`config.mk`:
```
export PLATFORM = sky130hd
export DESIGN_NAME = tra_out_queue
export DESIGN_NICKNAME = d
export VERILOG_FILES = /design/src/tra_pkg.sv /design/src/tra_out_queue.sv
export SDC_FILE = /design/constraint.sdc
export NUM_CORES = 1
export LEC_CHECK = 0
export BUFFER_PORTS_ARGS = -buffer_cell sky130_fd_sc_hd__buf_2
export CAP_MARGIN = 20
export CORE_UTILIZATION = 44
export CTS_CLUSTER_DIAMETER = 60
export CTS_CLUSTER_SIZE = 28
export DETAILED_ROUTE_END_ITERATION = 10
export GPL_TIMING_DRIVEN = 1
export PLACE_DENSITY = 0.78
export SETUP_SLACK_MARGIN = 0.5
export SLEW_MARGIN = 15
export SYNTH_ARGS = -nofsm -noshare
export SYNTH_HDL_FRONTEND = slang
export SYNTH_SLANG_ARGS = --single-unit
export TNS_END_PERCENT = 100
```
`constraint.sdc`:
```
create_clock -name clk -period 1.85 [get_ports clk]
set_clock_uncertainty 0.15 [all_clocks]
set_input_delay 0.185 -clock clk [delete_from_list [all_inputs] [get_ports clk]]
set_output_delay 0.185 -clock clk [all_outputs]
set_load 0.03 [all_outputs]
```
`src/tra_pkg.sv`:
```
// ----------------------------------------------------------------------------
// Transpose rank transform package
// Shared types, register indices, state codes and the table request word.
// ----------------------------------------------------------------------------
`default_nettype none

package tra_pkg;

  localparam int BYTE_W    = 8;
  localparam int CFG_IDX_W = 2;

  typedef logic [BYTE_W-1:0]    byte_t;
  typedef logic [CFG_IDX_W-1:0] cfg_idx_t;

  localparam cfg_idx_t REG_DIRECTION = 2'd0;
  localparam cfg_idx_t REG_POLICY    = 2'd1;

  typedef enum logic [2:0] {
    ST_IDLE,
    ST_E1,
    ST_E2,
    ST_E3,
    ST_D1,
    ST_D2
  } state_t;

  // Requests to a table in the same cycle: two reads and one write.
  typedef struct packed {
    byte_t addr_a;
    byte_t addr_b;
    logic  fwd_b;
    logic  we;
    byte_t waddr;
    byte_t wdata;
  } tbl_req_t;

endpackage

`default_nettype wire

```
`src/tra_out_queue.sv`:
```
// ----------------------------------------------------------------------------
// Result queue
// Two-entry queue holding result words until the receiver takes them.
// ----------------------------------------------------------------------------
`default_nettype none

module tra_out_queue (
  input  wire logic           clk,
  input  wire logic           rst_n,
  input  wire logic           push,
  input  wire tra_pkg::byte_t push_data,
  output logic                space,
  output logic                out_valid,
  input  wire logic           out_stall,
  output tra_pkg::byte_t      out_byte
);

  import tra_pkg::*;

  logic [1:0] cnt_r;
  logic [1:0] cnt_nxt;
  byte_t      q0_r;
  byte_t      q1_r;
  logic       pop;

  assign pop       = (cnt_r != 2'd0) && !out_stall;
  assign out_valid = (cnt_r != 2'd0);
  assign out_byte  = q0_r;
  assign space     = (cnt_r != 2'd2);

  always_comb begin
    cnt_nxt = cnt_r;
    if (push && !pop) begin
      cnt_nxt = cnt_r + 2'd1;
    end else if (pop && !push) begin
      cnt_nxt = cnt_r - 2'd1;
    end
  end

  always_ff @(posedge clk) begin
    if (!rst_n) begin
      cnt_r <= 2'd0;
    end else begin
      cnt_r <= cnt_nxt;
    end
  end

  always_ff @(posedge clk) begin
    if (pop) begin
      if (push && (cnt_r == 2'd1)) begin
        q0_r <= push_data;
      end else begin
        q0_r <= q1_r;
      end
      if (push && (cnt_r != 2'd1)) begin
        q1_r <= push_data;
      end
    end else if (push) begin
      if (cnt_r == 2'd0) begin
        q0_r <= push_data;
      end else begin
        q1_r <= push_data;
      end
    end
  end

endmodule

`default_nettype wire

```
# Yosys cells after proc, flatten, opt, wreduce, memory -nomap -nowiden

Cells that the tools add are included.

Add/subtract/negate cells: 2
$mul: 0
Divide/modulo/power cells: 0
$lt $le $gt $ge: 0
Eq/ne operators: 5
Shift operators: 0
Muxes and demuxes: 10
Bitwise operators: 0
Reductions and logical operators: 15

Operators with widths:

| cell                | count |
|---|---|
| $mux 8              | 8 |
| $reduce_bool 2->1   | 4 |
| $logic_and 1x1->1   | 5 |
| $mux 2              | 2 |
| $ne 2x1->1 const B  | 2 |
| $ne 2x2->1 const B  | 2 |
| $logic_not 1->1     | 3 |
| $reduce_and 3->1    | 1 |
| $add 2x1->2 const B | 1 |
| $eq 2x1->1 const B  | 1 |
| $logic_not 2->1     | 1 |
| $reduce_and 2->1    | 1 |
| $sub 2x1->2 const B | 1 |

Register bits after elaboration: 18
Bits in latches: 0
Memory bits (writable): 0
Memory bits (read-only): 0
Input port bits: 12
Logic and storage cells: 35
Memories kept: 0

# Logic depth before layout (Yosys ltp)

Depth after elaboration: 5
Gate-level depth with buffers: 6
Depth with buffers taken out: 6

# Worst setup path before layout

No wires, ideal clock.

Path kind: register to register
Start: reg cnt_r[0]
End: reg q0_r[0], in the netlist out_byte[0] (enable)
Arrival: 1.473 ns
Required time: 1.323 ns
Slack: -0.149 ns
Cell stages (with the launch flop): 5
Path buffers: 0
Clock period less this slack: 1.999 ns
Cell sequence: dfxtp_1 -> inv_1 -> ha_1 -> inv_1 -> mux2i_1

Longest elaborated chain between the ends: 4

Ends and longest elaborated chain:

| item                                | RTL line            | RTL |
|---|---|---|
| start, declared                     | tra_out_queue.sv:20 | `logic [1:0] cnt_r;` |
| start signal, assigned              | tra_out_queue.sv:44 | `cnt_r <= cnt_nxt;` |
| $reduce_bool 2->1 *                 | n/a                 |  |
| named net out_valid                 | tra_out_queue.sv:13 | `output logic out_valid,` |
| $logic_and 1x1->1 *                 | tra_out_queue.sv:26 | `assign pop = (cnt_r != 2'd0) && !out_stall;` |
| $reduce_bool 2->1 (no source line)  | n/a                 |  |
| $reduce_and 2->1 (no source line) * | n/a                 |  |
| end signal, assigned                | tra_out_queue.sv:51 | `q0_r <= push_data;` |
| end signal, assigned                | tra_out_queue.sv:53 | `q0_r <= q1_r;` |
| end signal, assigned                | tra_out_queue.sv:60 | `q0_r <= push_data;` |
| end, declared                       | tra_out_queue.sv:22 | `byte_t q0_r;` |

The timed path passes the listed nets; every way through them passes the cells marked *.
A chain may end at the register's enable or synchronous reset.

# Worst setup path after layout

Start: reg cnt_r[0]
End: reg q1_r[3] (enable)

Longest elaborated chain between the ends: 4

Ends and longest elaborated chain:

| item                                                   | RTL line                                 | RTL |
|---|---|---|
| $ne 2x1->1 / $reduce_bool 2->1 (equally long branches) | tra_out_queue.sv:55, tra_out_queue.sv:26 |  |
| $logic_and 1x1->1 (on tied branches)                   | tra_out_queue.sv:55, tra_out_queue.sv:26 |  |
| $ne 2x1->1 (no source line) (tied with other cells)    | n/a                                      |  |
| $reduce_and 3->1 (no source line) *                    | n/a                                      |  |
| end signal, assigned                                   | tra_out_queue.sv:56                      | `q1_r <= push_data;` |
| end signal, assigned                                   | tra_out_queue.sv:62                      | `q1_r <= push_data;` |
| end, declared                                          | tra_out_queue.sv:23                      | `byte_t q1_r;` |

Mark *: on every way between the ends. The rest lies on a longest branch, timed or not.

==> impl_summary.md <==
Yosys
After synthesis, the cell types taking the most area are edfxtp_1, mux2_2, ha_1. The total nets after synthesis is 65. After synthesis, the largest area contributor takes up 61.0% of total cell area. The proportion of synthesized chip area in sequential cells is 66.1%. In this run the cell area of the synthesized design comes to 787 µm².

The number of synthesis warnings is 0. The distinct cell type count of the synthesized netlist is 16. Of all cell types, the one taking the most synthesized area is edfxtp_1. The total of flip-flops plus latches after synthesis is 18. After synthesis, the mean cell area works out to 16.4 µm². The number of instances in the synthesized netlist is 48.

Power
For this design the static power due to leakage is 0.484 nW. IR analysis of the VDD net gives a maximum drop of 1210 µV. The post-route total power is 1.97 mW.

The power density relative to cell area is 1590 nW/µm².

Global route
The global router's overall resource usage is 18.7%. The number of antenna violations at the first check in global routing is 0. Entering global routing, the biggest net connects 11 pins. Global routing finished with a remaining overflow of 0. The global-route wire length before repair is 2480 µm. The via count of the first global-routing pass is 555.

Status
The flow ran to the end, and the final reports show no timing, DRC or antenna violations.

Timing
The number of hold-slack violations in the final timing report is 0. The final cycle utilization of the critical path is 92.6%. In the final timing run, aggregate negative setup slack is 0 ns.

Setup repair after global routing could not meet its margin everywhere. The post-layout minimum cycle time is 1.71 ns. Hold timing on the final database bottoms out at a slack of 0.266 ns. The worst slew margin relative to its limit is 85.6%. The actual slew at the worst max-slew pin is 0.211 ns. The number of failing setup endpoints in the final timing report is 0. The top achievable clock speed is 584 MHz. The max-slew violation total from the final report came to 0.

Route
In this run the remaining antenna-violating nets after routing total 0. The first-pass iteration count of the detailed router is 4. The via count is 521. After detailed routing, the total wire length is 1610 µm. The number of DRC markers after the initial detailed-route iteration is 14. In the routed design, unresolved DRC markers number 0.

In the final routed layout, each cell accounts on average for 14.1 µm. The via-per-instance ratio is 4.57.

Floorplan
The die covers 1960 µm². The count of pins on the block boundary is 22. The starting density of the core is 49.4%. The core region area is 1590 µm². The y dimension of the die is 44.3 µm.

Measured along the x axis, the die boundary spans 44.3 µm. The row count is 14.

Setup path
The endpoint arrival time on the critical path is 1.57 ns. The worst setup path is launched from a flop. The endpoint type of the worst setup path is a flop. Of all nets on the critical path, the largest fanout is 8. In this run the register-to-register setup slack is 0.14 ns. The required time at the worst-slack endpoint is 1.70 ns. The critical path class is flop to flop.

Placement
The number of buffers inserted by port buffering is 21. In this run the cell area measured after placement is 983 µm². The final HPWL from detailed placement is 914 µm. The global placer's final weighted congestion is 0.700.

Finish
The area growth from synthesis to layout is 57.4%. The fill cell instance count of the final layout is 93. The number of antenna diodes in the final layout is 0. Leaving out fill and tap cells, the most frequent cells in the layout are buf_2, edfxtp_1, dlygate4sd3_1, mux2_2, buf_4.

The area used by sequential logic in the layout is 523 µm². The number of nets in the final layout is 108. Summing all multi-input logic gate instances after layout gives 349 µm². The final instance area is 1240 µm². Cells fill 77.7% of the core in the end. The share of cells above drive strength 1 is 63.3%. The library cell used most frequently in the layout, excluding fill and tap cells, is buf_2.

Clock tree
CTS built an H-tree with a depth of 1. The clock network latency to the later pin of the worst-skew pair is 0.29 ns. The clock tree from TritonCTS is done. The number of clock buffers inserted by TritonCTS is 3.

No sink is reached through more buffers than the 2 on the longest clock path. The cell chosen for the clock root is clkbuf_4. Clock-pin slew was measured on the worst setup and hold paths at 0.11 ns. The clock sink count is 18.

Job
Max-cap violations in this run came to 0.

Min path
In this run the worst hold path is classified as primary input to flop.
[stage by stage]
step	worst slack, ns	instances
after floorplan	0.142	48
after global placement	0.110	94
after detailed placement	0.0478	94
after CTS	0.161	113
after global routing	0.0965	114
final	0.136	114
[Yosys cell counts]
master / number
mux2_2: 8
edfxtp_1: 16
and2b_1: 1
nand3b_1: 1
o21ai_0: 1
dfxtp_1: 2
mux2i_1: 1
o21a_1: 1
xor2_1: 2
nand2_1: 1
or2_2: 1
and2_1: 1
nor2_1: 1
inv_1: 5
ha_1: 5
a211oi_4: 1
[area by class of cell]
cell class,instances,area share (%)
Timing Repair Buffer,38,23.2
Multi-Input combinational cell,25,28.2
Sequential cell,18,42.2
Inverter,5,1.82
Tap cell,24,2.42
Clock buffer,3,1.82
Clock inverter,1,0.303
[metal layers]
metal | part of all wire, % | vias up | wire length [µm] | GRT usage (%)
li1 | - | 255 | - | -
met1 | 39 | 249 | 633 | 20.5
met4 | 0.62 | 0 | 10 | 7.27
met2 | 57 | 15 | 923 | 35.0
met3 | 2.9 | 2 | 46 | 3.67
met5 | 0 | - | 0 | 0
[worst paths after layout]
check                                           start                     to  cells past startpoint
worst min register to register      q1_r[7]$_DFFE_PP_  out_byte[7]$_DFFE_PP_                      1
worst min-delay path                        out_stall      q1_r[4]$_DFFE_PP_                      2
worst max register to register  cnt_r[0]$_SDFFE_PN0P_      q1_r[3]$_DFFE_PP_                      6
worst max-delay path            cnt_r[0]$_SDFFE_PN0P_      q1_r[3]$_DFFE_PP_                      6
[power breakdown]
part           leakage, nW  total, mW  switching, mW  internal [mW]
Clock               0.0154      0.201          0.122         0.0784
Sequential           0.169      0.654         0.0405          0.614
Combinational        0.299       1.11          0.568          0.544
[logic make-up (layout without fill, tap and decap cells)]
kind of cell / count (synthesis) / count (layout) / share of synthesized area, %
flops: 18 / 18 / 66.1
mux: 9 / 9 / 12.7
simple gates: 6 / 6 / 4.45
fa+ha+maj: 5 / 5 / 7.95
buf+inv: 5 / 47 / 2.38
compound gates: 3 / 3 / 4.13
xor+xnor: 2 / 2 / 2.23
[worst max-delay path, stage by stage (launching register included)]
cell     delay [ns]
dfxtp_2        0.36
inv_2          0.05
ha_4           0.17
or2_4          0.25
ha_4           0.16
nor2_4         0.07
o21a_4         0.19
[state kept, by name, summed over array words and instances, names as in the netlist]
signal / cells
q1_r: 8
out_byte: 8
cnt_r: 2
[repair_timing]
action,in CTS,in global routing
endpoints found under the hold margin,9,0
setup buffers,6,1
setup endpoints to repair,28,28
gates resized for setup,12,5
pin swaps,4,0
hold buffers,9,0
Power figures use the tool's default switching activity.
