## src/tra_pkg.sv

```systemverilog
// ----------------------------------------------------------------------------
// Transpose rank transform package
// Shared types, register indices, state codes and the table request word.
// ----------------------------------------------------------------------------
`default_nettype none

package tra_pkg;

  localparam int BYTE_W    = 8;
  localparam int CFG_IDX_W = 2;

  typedef logic [BYTE_W-1:0]    byte_t;
  typedef logic [CFG_IDX_W-1:0] cfg_idx_t;

  localparam cfg_idx_t REG_DIRECTION = 2'd0;
  localparam cfg_idx_t REG_POLICY    = 2'd1;

  typedef enum logic [2:0] {
    ST_IDLE,
    ST_E1,
    ST_E2,
    ST_E3,
    ST_D1,
    ST_D2
  } state_t;

  // Requests to a table in the same cycle: two reads and one write.
  typedef struct packed {
    byte_t addr_a;
    byte_t addr_b;
    logic  fwd_b;
    logic  we;
    byte_t waddr;
    byte_t wdata;
  } tbl_req_t;

endpackage

`default_nettype wire

```

## src/tra_ram.sv

```systemverilog
// ----------------------------------------------------------------------------
// Generic RAM
// One write port and two read ports, registered reads returning old data on
// a same-address write.
// ----------------------------------------------------------------------------
`default_nettype none

module tra_ram #(
  parameter int WIDTH = 8,
  parameter int DEPTH = 256
) (
  input  wire logic                     clk,
  input  wire logic                     we,
  input  wire logic [$clog2(DEPTH)-1:0] waddr,
  input  wire logic [WIDTH-1:0]         wdata,
  input  wire logic [$clog2(DEPTH)-1:0] raddr_a,
  input  wire logic [$clog2(DEPTH)-1:0] raddr_b,
  output logic      [WIDTH-1:0]         rdata_a,
  output logic      [WIDTH-1:0]         rdata_b
);

  logic [WIDTH-1:0] mem [DEPTH];

  always_ff @(posedge clk) begin
    if (we) begin
      mem[waddr] <= wdata;
    end
    rdata_a <= mem[raddr_a];
    rdata_b <= mem[raddr_b];
  end

endmodule

`default_nettype wire

```

## src/tra_table.sv

```systemverilog
// ----------------------------------------------------------------------------
// Permutation table
// A RAM with per-entry valid bits so that an unwritten entry reads as its own
// index, plus forwarding of a write to a read of the same entry in that cycle.
// ----------------------------------------------------------------------------
`default_nettype none

module tra_table #(
  parameter int DEPTH = 256
) (
  input  wire logic             clk,
  input  wire logic             rst_n,
  input  wire tra_pkg::tbl_req_t req,
  output tra_pkg::byte_t        rd_a,
  output tra_pkg::byte_t        rd_b
);

  import tra_pkg::*;

  localparam int AW = $clog2(DEPTH);

  logic [DEPTH-1:0] valid_r;
  logic [AW-1:0]    idx_a;
  logic [AW-1:0]    idx_b;
  logic [AW-1:0]    widx;
  logic             vld_a;
  logic             vld_b;
  byte_t            ram_a;
  byte_t            ram_b;

  byte_t addr_a_r;
  byte_t addr_b_r;
  byte_t wdata_r;
  logic  vld_a_r;
  logic  vld_b_r;
  logic  hit_a_r;
  logic  hit_b_r;

  assign idx_a = req.addr_a[AW-1:0];
  assign idx_b = req.addr_b[AW-1:0];
  assign widx  = req.waddr[AW-1:0];

  // Addresses past the alphabet are only ever read when the data is unused.
  assign vld_a = (int'(idx_a) < DEPTH) ? valid_r[idx_a] : 1'b0;
  assign vld_b = (int'(idx_b) < DEPTH) ? valid_r[idx_b] : 1'b0;

  tra_ram #(
    .WIDTH (BYTE_W),
    .DEPTH (DEPTH)
  ) u_ram (
    .clk     (clk),
    .we      (req.we),
    .waddr   (widx),
    .wdata   (req.wdata),
    .raddr_a (idx_a),
    .raddr_b (idx_b),
    .rdata_a (ram_a),
    .rdata_b (ram_b)
  );

  always_ff @(posedge clk) begin
    if (!rst_n) begin
      valid_r <= '0;
      vld_a_r <= 1'b0;
      vld_b_r <= 1'b0;
      hit_a_r <= 1'b0;
      hit_b_r <= 1'b0;
    end else begin
      if (req.we) begin
        valid_r[widx] <= 1'b1;
      end
      vld_a_r <= vld_a;
      vld_b_r <= vld_b;
      hit_a_r <= req.we && (req.waddr == req.addr_a);
      // Port B may instead ask for the contents from before this write.
      hit_b_r <= req.we && req.fwd_b && (req.waddr == req.addr_b);
    end
  end

  always_ff @(posedge clk) begin
    addr_a_r <= req.addr_a;
    addr_b_r <= req.addr_b;
    wdata_r  <= req.wdata;
  end

  assign rd_a = hit_a_r ? wdata_r : (vld_a_r ? ram_a : addr_a_r);
  assign rd_b = hit_b_r ? wdata_r : (vld_b_r ? ram_b : addr_b_r);

endmodule

`default_nettype wire

```

## config.mk

```make
export PLATFORM = sky130hd
export DESIGN_NAME = tra_table
export DESIGN_NICKNAME = d
export VERILOG_FILES = /design/src/tra_pkg.sv /design/src/tra_ram.sv /design/src/tra_table.sv
export SDC_FILE = /design/constraint.sdc
export NUM_CORES = 2
export LEC_CHECK = 0
export BUFFER_PORTS_ARGS = -buffer_cell sky130_fd_sc_hd__buf_2
export CORE_ASPECT_RATIO = 1.4
export CORE_MARGIN = 8
export CORE_UTILIZATION = 39
export DETAILED_ROUTE_END_ITERATION = 7
export HOLD_SLACK_MARGIN = 0.15
export SLEW_MARGIN = 5
export SYNTH_ARGS = -nofsm -noshare
export SYNTH_HDL_FRONTEND = slang
export SYNTH_SLANG_ARGS = --single-unit
```

## constraint.sdc

```tcl
create_clock -name clk -period 4.4 [get_ports clk]
set_input_delay 0.22 -clock clk [delete_from_list [all_inputs] [get_ports clk]]
set_output_delay 0.22 -clock clk [all_outputs]
set_load 0.01 [all_outputs]
```

# Word-level counts from Yosys, hierarchy flattened

Memory sizes are Yosys's and may differ from the RTL's. A register that Yosys moved wholly into a read port is not among the register bits.
Cells that the tools add are included.

Output and inout bits: 16
Bits in latches: 0
Memories kept: 1
Memory bits (writable): 2048
Register bits after elaboration: 284
ROM bits: 0

Memories:

| name      | words | bits a word | rd ports | clocked after Yosys merged registers in | write ports | RTL line      | source |
|---|---|---|---|---|---|---|---|
| u_ram.mem | 256   | 8           | 2        | 2                                       | 1           | tra_ram.sv:22 | `logic [WIDTH-1:0] mem [DEPTH];` |

Divide/modulo/power cells: 0
$add $sub $neg: 0
Eq/ne operators: 2
Multiply operators: 0
Multiplexer cells: 12
Order comparisons: 4
Bitwise operators: 1
Reduce and logical (&&, ||, !) cells: 4
Shift-type cells: 0

Operators with widths:

| kind                 | number |
|---|---|
| $or A256 B256 Y256   | 1 |
| $mux W8              | 4 |
| $lt A8 B9 Y1 const B | 3 |
| $bmux W1 S8          | 2 |
| $eq A8 B8 Y1         | 2 |
| $demux W1 S8         | 1 |
| $ge A8 B1 Y1 const B | 1 |
| $mux W1              | 5 |
| $logic_and A1 B1 Y1  | 4 |

# Longest topological paths before layout

Word-level depth: 5
Gate-level depth with buffers: 12
Gate-level depth less buffers: 7

# Modules after synthesis

From an unflattened synthesis, not the netlist that was laid out.

Cell total of the unflattened synthesis: 6217
Area total of the unflattened synthesis: 111154.1 sq um

Modules (own cells, without submodules):

| module    | sequential area each (sq um) | area each (sq um) | instances | cells each |
|---|---|---|---|---|
| tra_ram   | 61819.3                      | 96973.0           | 1         | 4847 |
| tra_table | 5685.5                       | 14181.1           | 1         | 1370 |

# Worst setup path before layout

OpenSTA, ideal clock, no wires.

Kind: input-to-reg
Start: in req[26] (netlist name)
End: reg u_ram.rdata_a[0] (read register of u_ram.mem)
Setup time: 0.115 ns
Stages: 8
Data arrival time: 2.226 ns
Setup slack: 2.058 ns
Path through: buf_6 -> buf_2 -> buf_2 -> mux4_2 -> mux4_2 -> nand2_1 -> nand4_1 -> and3_1

RTL lines:

| element            | RTL line        | source |
|---|---|---|
| start: declaration | tra_table.sv:13 | `input wire tra_pkg::tbl_req_t req,` |
| end: declaration   | tra_ram.sv:18   | `output logic [WIDTH-1:0] rdata_a,` |

==> flow_results.xml <==
<?xml version="1.0" encoding="UTF-8"?>
<metrics>
  <group name="outcome">
    <metric name="outcome" unit="">finished clean</metric>
  </group>
  <group name="timing">
    <metric name="finalHoldWorstSlack" unit="ps">247</metric>
    <metric name="final_hold_viol_count" unit="">0</metric>
    <metric name="count_of_pins_over_their_slew_limit" unit="">0</metric>
    <metric name="final_layout_setup_total_negative_slack" unit="ps">0</metric>
    <metric name="worst_slew_pin_tran" unit="ps">1380</metric>
    <metric name="max_freq" unit="MHz">263</metric>
    <metric name="rsz0062_at_grt" unit="">false</metric>
    <metric name="period_needed" unit="ps">3810</metric>
    <metric name="layout_setup_ws" unit="ps">591</metric>
    <metric name="setup_violations" unit="">0</metric>
    <metric name="final_min_period_over_clock_period" unit="">0.866</metric>
    <metric name="slew_headroom" unit="">0.0731</metric>
    <metric name="fin_worst_skew" unit="ps">70.6</metric>
  </group>
  <group name="floorplanning">
    <metric name="initial_core_util" unit="">0.392</metric>
    <metric name="die_height" unit="µm">639</metric>
    <metric name="die_x" unit="µm">461</metric>
    <metric name="die_outline_area" unit="µm²">295000</metric>
    <metric name="num_io_pins" unit="">52</metric>
    <metric name="placeableCoreArea" unit="µm²">276000</metric>
    <metric name="row_count" unit="">228</metric>
  </group>
  <group name="cells_and_area">
    <metric name="nFillCells" unit="">23419</metric>
    <metric name="layout.cell_area.non_filler" unit="µm²">123000</metric>
    <metric name="layout.area.seq" unit="µm²">67500</metric>
    <metric name="area.growth.synth_to_final" unit="%">13.8</metric>
    <metric name="post_route_cells_drive_above_1_share" unit="">0.376</metric>
    <metric name="utilization" unit="">0.446</metric>
    <metric name="fin_cells" unit="">9627</metric>
    <metric name="multiInputGateArea" unit="µm²">38300</metric>
    <metric name="final_nets" unit="">5795</metric>
  </group>
  <group name="route">
    <metric name="drtPass1Iterations" unit="">6</metric>
    <metric name="routed_wirelength" unit="mm">351</metric>
    <metric name="drt_first_iter_violations" unit="">7029</metric>
    <metric name="average_wire_length_per_cell_after_detail_routing" unit="µm">36.5</metric>
    <metric name="num_vias" unit="">60795</metric>
    <metric name="number_of_nets_still_failing_antenna_checks_after_routing" unit="">0</metric>
    <metric name="remaining_drc_errors" unit="">0</metric>
    <metric name="avgViaCountPerCell" unit="">6.32</metric>
  </group>
  <group name="clocking">
    <metric name="post-cts-setup-buffers" unit="">0</metric>
    <metric name="tritoncts.num_buffers" unit="">225</metric>
    <metric name="htree_num_levels" unit="">4</metric>
    <metric name="cts-root-buf" unit="">sky130_fd_sc_hd__clkbuf_16</metric>
    <metric name="clk_pin_slew" unit="ps">70</metric>
    <metric name="cts_num_sinks" unit="">2348</metric>
    <metric name="clockBufferDepth" unit="">4</metric>
    <metric name="cts_hold_buf" unit="">31</metric>
    <metric name="cts_resized" unit="">0</metric>
    <metric name="cts_tree" unit="">yes</metric>
    <metric name="worstSkewPairLatency" unit="ps">920</metric>
  </group>
  <group name="synth">
    <metric name="mappedNetlistArea" unit="µm²">108000</metric>
    <metric name="synth-async-reset-ratio" unit="">0</metric>
    <metric name="synth_top_cells_by_area" unit="">sky130_fd_sc_hd__edfxtp_1, sky130_fd_sc_hd__mux4_2, sky130_fd_sc_hd__dfxtp_1</metric>
    <metric name="synth_warnings" unit="">0</metric>
    <metric name="post_synth_inst_count" unit="">5391</metric>
    <metric name="synth_top_area_share" unit="">0.569</metric>
    <metric name="synthDominantAreaCellType" unit="">sky130_fd_sc_hd__edfxtp_1</metric>
    <metric name="synth.yosys.seq_area_share" unit="">0.624</metric>
    <metric name="synth_nets" unit="">5427</metric>
    <metric name="ys_seq_elements" unit="">2348</metric>
    <metric name="post_synth_top_flop" unit="">sky130_fd_sc_hd__edfxtp_1</metric>
    <metric name="cell_with_the_most_instances_after_synthesis" unit="">sky130_fd_sc_hd__edfxtp_1</metric>
    <metric name="syn_avg_cell_area" unit="µm²">20.1</metric>
    <metric name="number_of_synthesized_flops_with_an_enable_pin" unit="">2048</metric>
    <metric name="synth_cell_types" unit="">51</metric>
    <metric name="synth_common_cells" unit="">sky130_fd_sc_hd__edfxtp_1, sky130_fd_sc_hd__mux4_2, sky130_fd_sc_hd__dfxtp_1</metric>
  </group>
  <group name="hold_path">
    <metric name="worstHoldPathType" unit="">input port to flip-flop</metric>
  </group>
  <group name="global_route">
    <metric name="initial_antenna_violation_count" unit="">13</metric>
    <metric name="grt_first_pass_wirelength" unit="mm">491</metric>
    <metric name="grt_pass1_vias" unit="">63122</metric>
    <metric name="global_route.usage.total" unit="">0.234</metric>
    <metric name="grt-ovfl-total" unit="">0</metric>
    <metric name="maximum_number_of_pins_on_one_net_before_global_route_repair" unit="">150</metric>
  </group>
  <group name="setup_path">
    <metric name="worstSetupEndpointType" unit="">flip-flop</metric>
    <metric name="worst_ep_arrival_time" unit="ps">4560</metric>
    <metric name="critPathRequiredTime" unit="ps">5150</metric>
    <metric name="critical_path.startpoint_type" unit="">input port</metric>
    <metric name="critPathKind" unit="">input port to flip-flop</metric>
    <metric name="crit_fanout" unit="">79</metric>
  </group>
  <group name="placement">
    <metric name="placedCellCount" unit="">9181</metric>
    <metric name="port_buffers" unit="">51</metric>
    <metric name="routabilityCongestion" unit="">0.952</metric>
    <metric name="postPlaceCellArea" unit="µm²">115000</metric>
    <metric name="post_detailed_placement_half_perimeter_wirelength" unit="mm">236</metric>
    <metric name="dpl_worst_slack" unit="ps">316</metric>
  </group>
  <group name="job">
    <metric name="max-cap-violations" unit="">0</metric>
  </group>
  <group name="power_and_ir_drop">
    <metric name="power_per_cell_area" unit="nW/µm²">390</metric>
    <metric name="leakage" unit="nW">38.9</metric>
    <metric name="vdd.ir_drop.worst" unit="mV">0.327</metric>
    <metric name="report.power.total" unit="mW">47.9</metric>
  </group>
</metrics>
## worst paths after layout
kind | startpoint | cells past startpoint | endpoint | slack (ps)
worst max-delay path | req[27] | 8 | u_ram.rdata_a[7] | 590
worst min-delay path | req[15] | 5 | valid_r[215] | 250
worst min register to register | valid_r[182] | 1 | valid_r[182] | 490
worst max register to register | u_ram.mem[91][7] | 5 | u_ram.rdata_a[7] | 1200
## critical path, cell delays in order
cell	delay, ps
sky130_fd_sc_hd__dlygate4sd3_1	580
sky130_fd_sc_hd__buf_8	510
sky130_fd_sc_hd__buf_12	510
sky130_fd_sc_hd__mux4_2	410
sky130_fd_sc_hd__mux4_2	470
sky130_fd_sc_hd__a211oi_1	1130
sky130_fd_sc_hd__a22oi_1	280
sky130_fd_sc_hd__and3_1	270
## where the power goes
part	internal, mW	total, mW	switching [mW]
Clock	11.0	19.5	8.50
Combinational	1.64	4.08	2.43
Sequential	24.3	24.3	0.0694
## flip-flops by register name, indices dropped and copies added (netlist names)
name           count
vld_b_r            1
wdata_r            8
hit_b_r            1
u_ram.rdata_a      8
valid_r          256
addr_a_r           8
u_ram.mem       2048
vld_a_r            1
u_ram.rdata_b      8
hit_a_r            1
addr_b_r           8
## final cells by class
class	instances	share of cell area
multi-input combinational	2594	0.311
clock buffer	317	0.0523
tap	3680	0.0374
antenna	10	0.000203
sequential	2348	0.549
clock inverter	88	0.00654
timing repair buffer	583	0.0430
inverter	7	0.000295
## cell families (layout without fill, tap and decap cells)
family          after synthesis  count (layout)  synth area share
other cells                   0              10                 0
buf+inv                     449             995            0.0216
compound gates              564             564            0.0380
xor+xnor                     16              16           0.00130
flops                      2348            2348             0.624
mux                        1533            1533             0.296
simple gates                481             481            0.0190
## layer usage
metal | vias to the layer above | routed length, µm | GRT usage
met3 | 800 | 26200 | 0.0401
met1 | 32957 | 124000 | 0.283
met2 | 2978 | 176000 | 0.396
li1 | 24052 | - | -
met4 | 8 | 25100 | 0.135
met5 | - | 42 | 0
## layout by cell type (no fill, tap or decap), types with 5 or more instances in the layout
cell | synthesis | final
sky130_fd_sc_hd__o22ai_1 | 73 | 73
sky130_fd_sc_hd__nor2_1 | 280 | 277
sky130_fd_sc_hd__nand2_1 | 84 | 84
sky130_fd_sc_hd__and2_1 | 5 | 5
sky130_fd_sc_hd__a21oi_1 | 19 | 19
sky130_fd_sc_hd__o21a_1 | 256 | 256
sky130_fd_sc_hd__clkinv_2 | 0 | 36
sky130_fd_sc_hd__nand4_1 | 20 | 20
sky130_fd_sc_hd__clkbuf_16 | 0 | 236
sky130_fd_sc_hd__clkbuf_8 | 0 | 32
sky130_fd_sc_hd__nand3_1 | 35 | 35
sky130_fd_sc_hd__clkbuf_1 | 165 | 59
sky130_fd_sc_hd__nand2b_1 | 8 | 8
sky130_fd_sc_hd__mux4_2 | 1327 | 1327
sky130_fd_sc_hd__buf_2 | 119 | 34
sky130_fd_sc_hd__a211oi_1 | 58 | 54
sky130_fd_sc_hd__o21ai_0 | 21 | 20
sky130_fd_sc_hd__dlygate4sd3_1 | 0 | 31
sky130_fd_sc_hd__xnor2_1 | 10 | 10
sky130_fd_sc_hd__dfxtp_1 | 300 | 300
sky130_fd_sc_hd__and3_1 | 12 | 12
sky130_fd_sc_hd__buf_8 | 0 | 5
sky130_fd_sc_hd__nor2b_1 | 16 | 14
sky130_fd_sc_hd__buf_4 | 57 | 436
sky130_fd_sc_hd__a22o_1 | 11 | 11
sky130_fd_sc_hd__mux2i_1 | 187 | 187
sky130_fd_sc_hd__mux2_2 | 19 | 19
sky130_fd_sc_hd__bufinv_16 | 0 | 15
sky130_fd_sc_hd__nor3_1 | 10 | 10
sky130_fd_sc_hd__a22oi_1 | 78 | 78
sky130_fd_sc_hd__edfxtp_1 | 2048 | 2048
sky130_fd_sc_hd__buf_12 | 0 | 65
sky130_fd_sc_hd__xor2_1 | 6 | 6
sky130_fd_sc_hd__diode_2 | 0 | 10
sky130_fd_sc_hd__clkinv_1 | 1 | 31
sky130_fd_sc_hd__o221ai_1 | 28 | 28
Note: power is estimated with default switching activity, not from simulation.
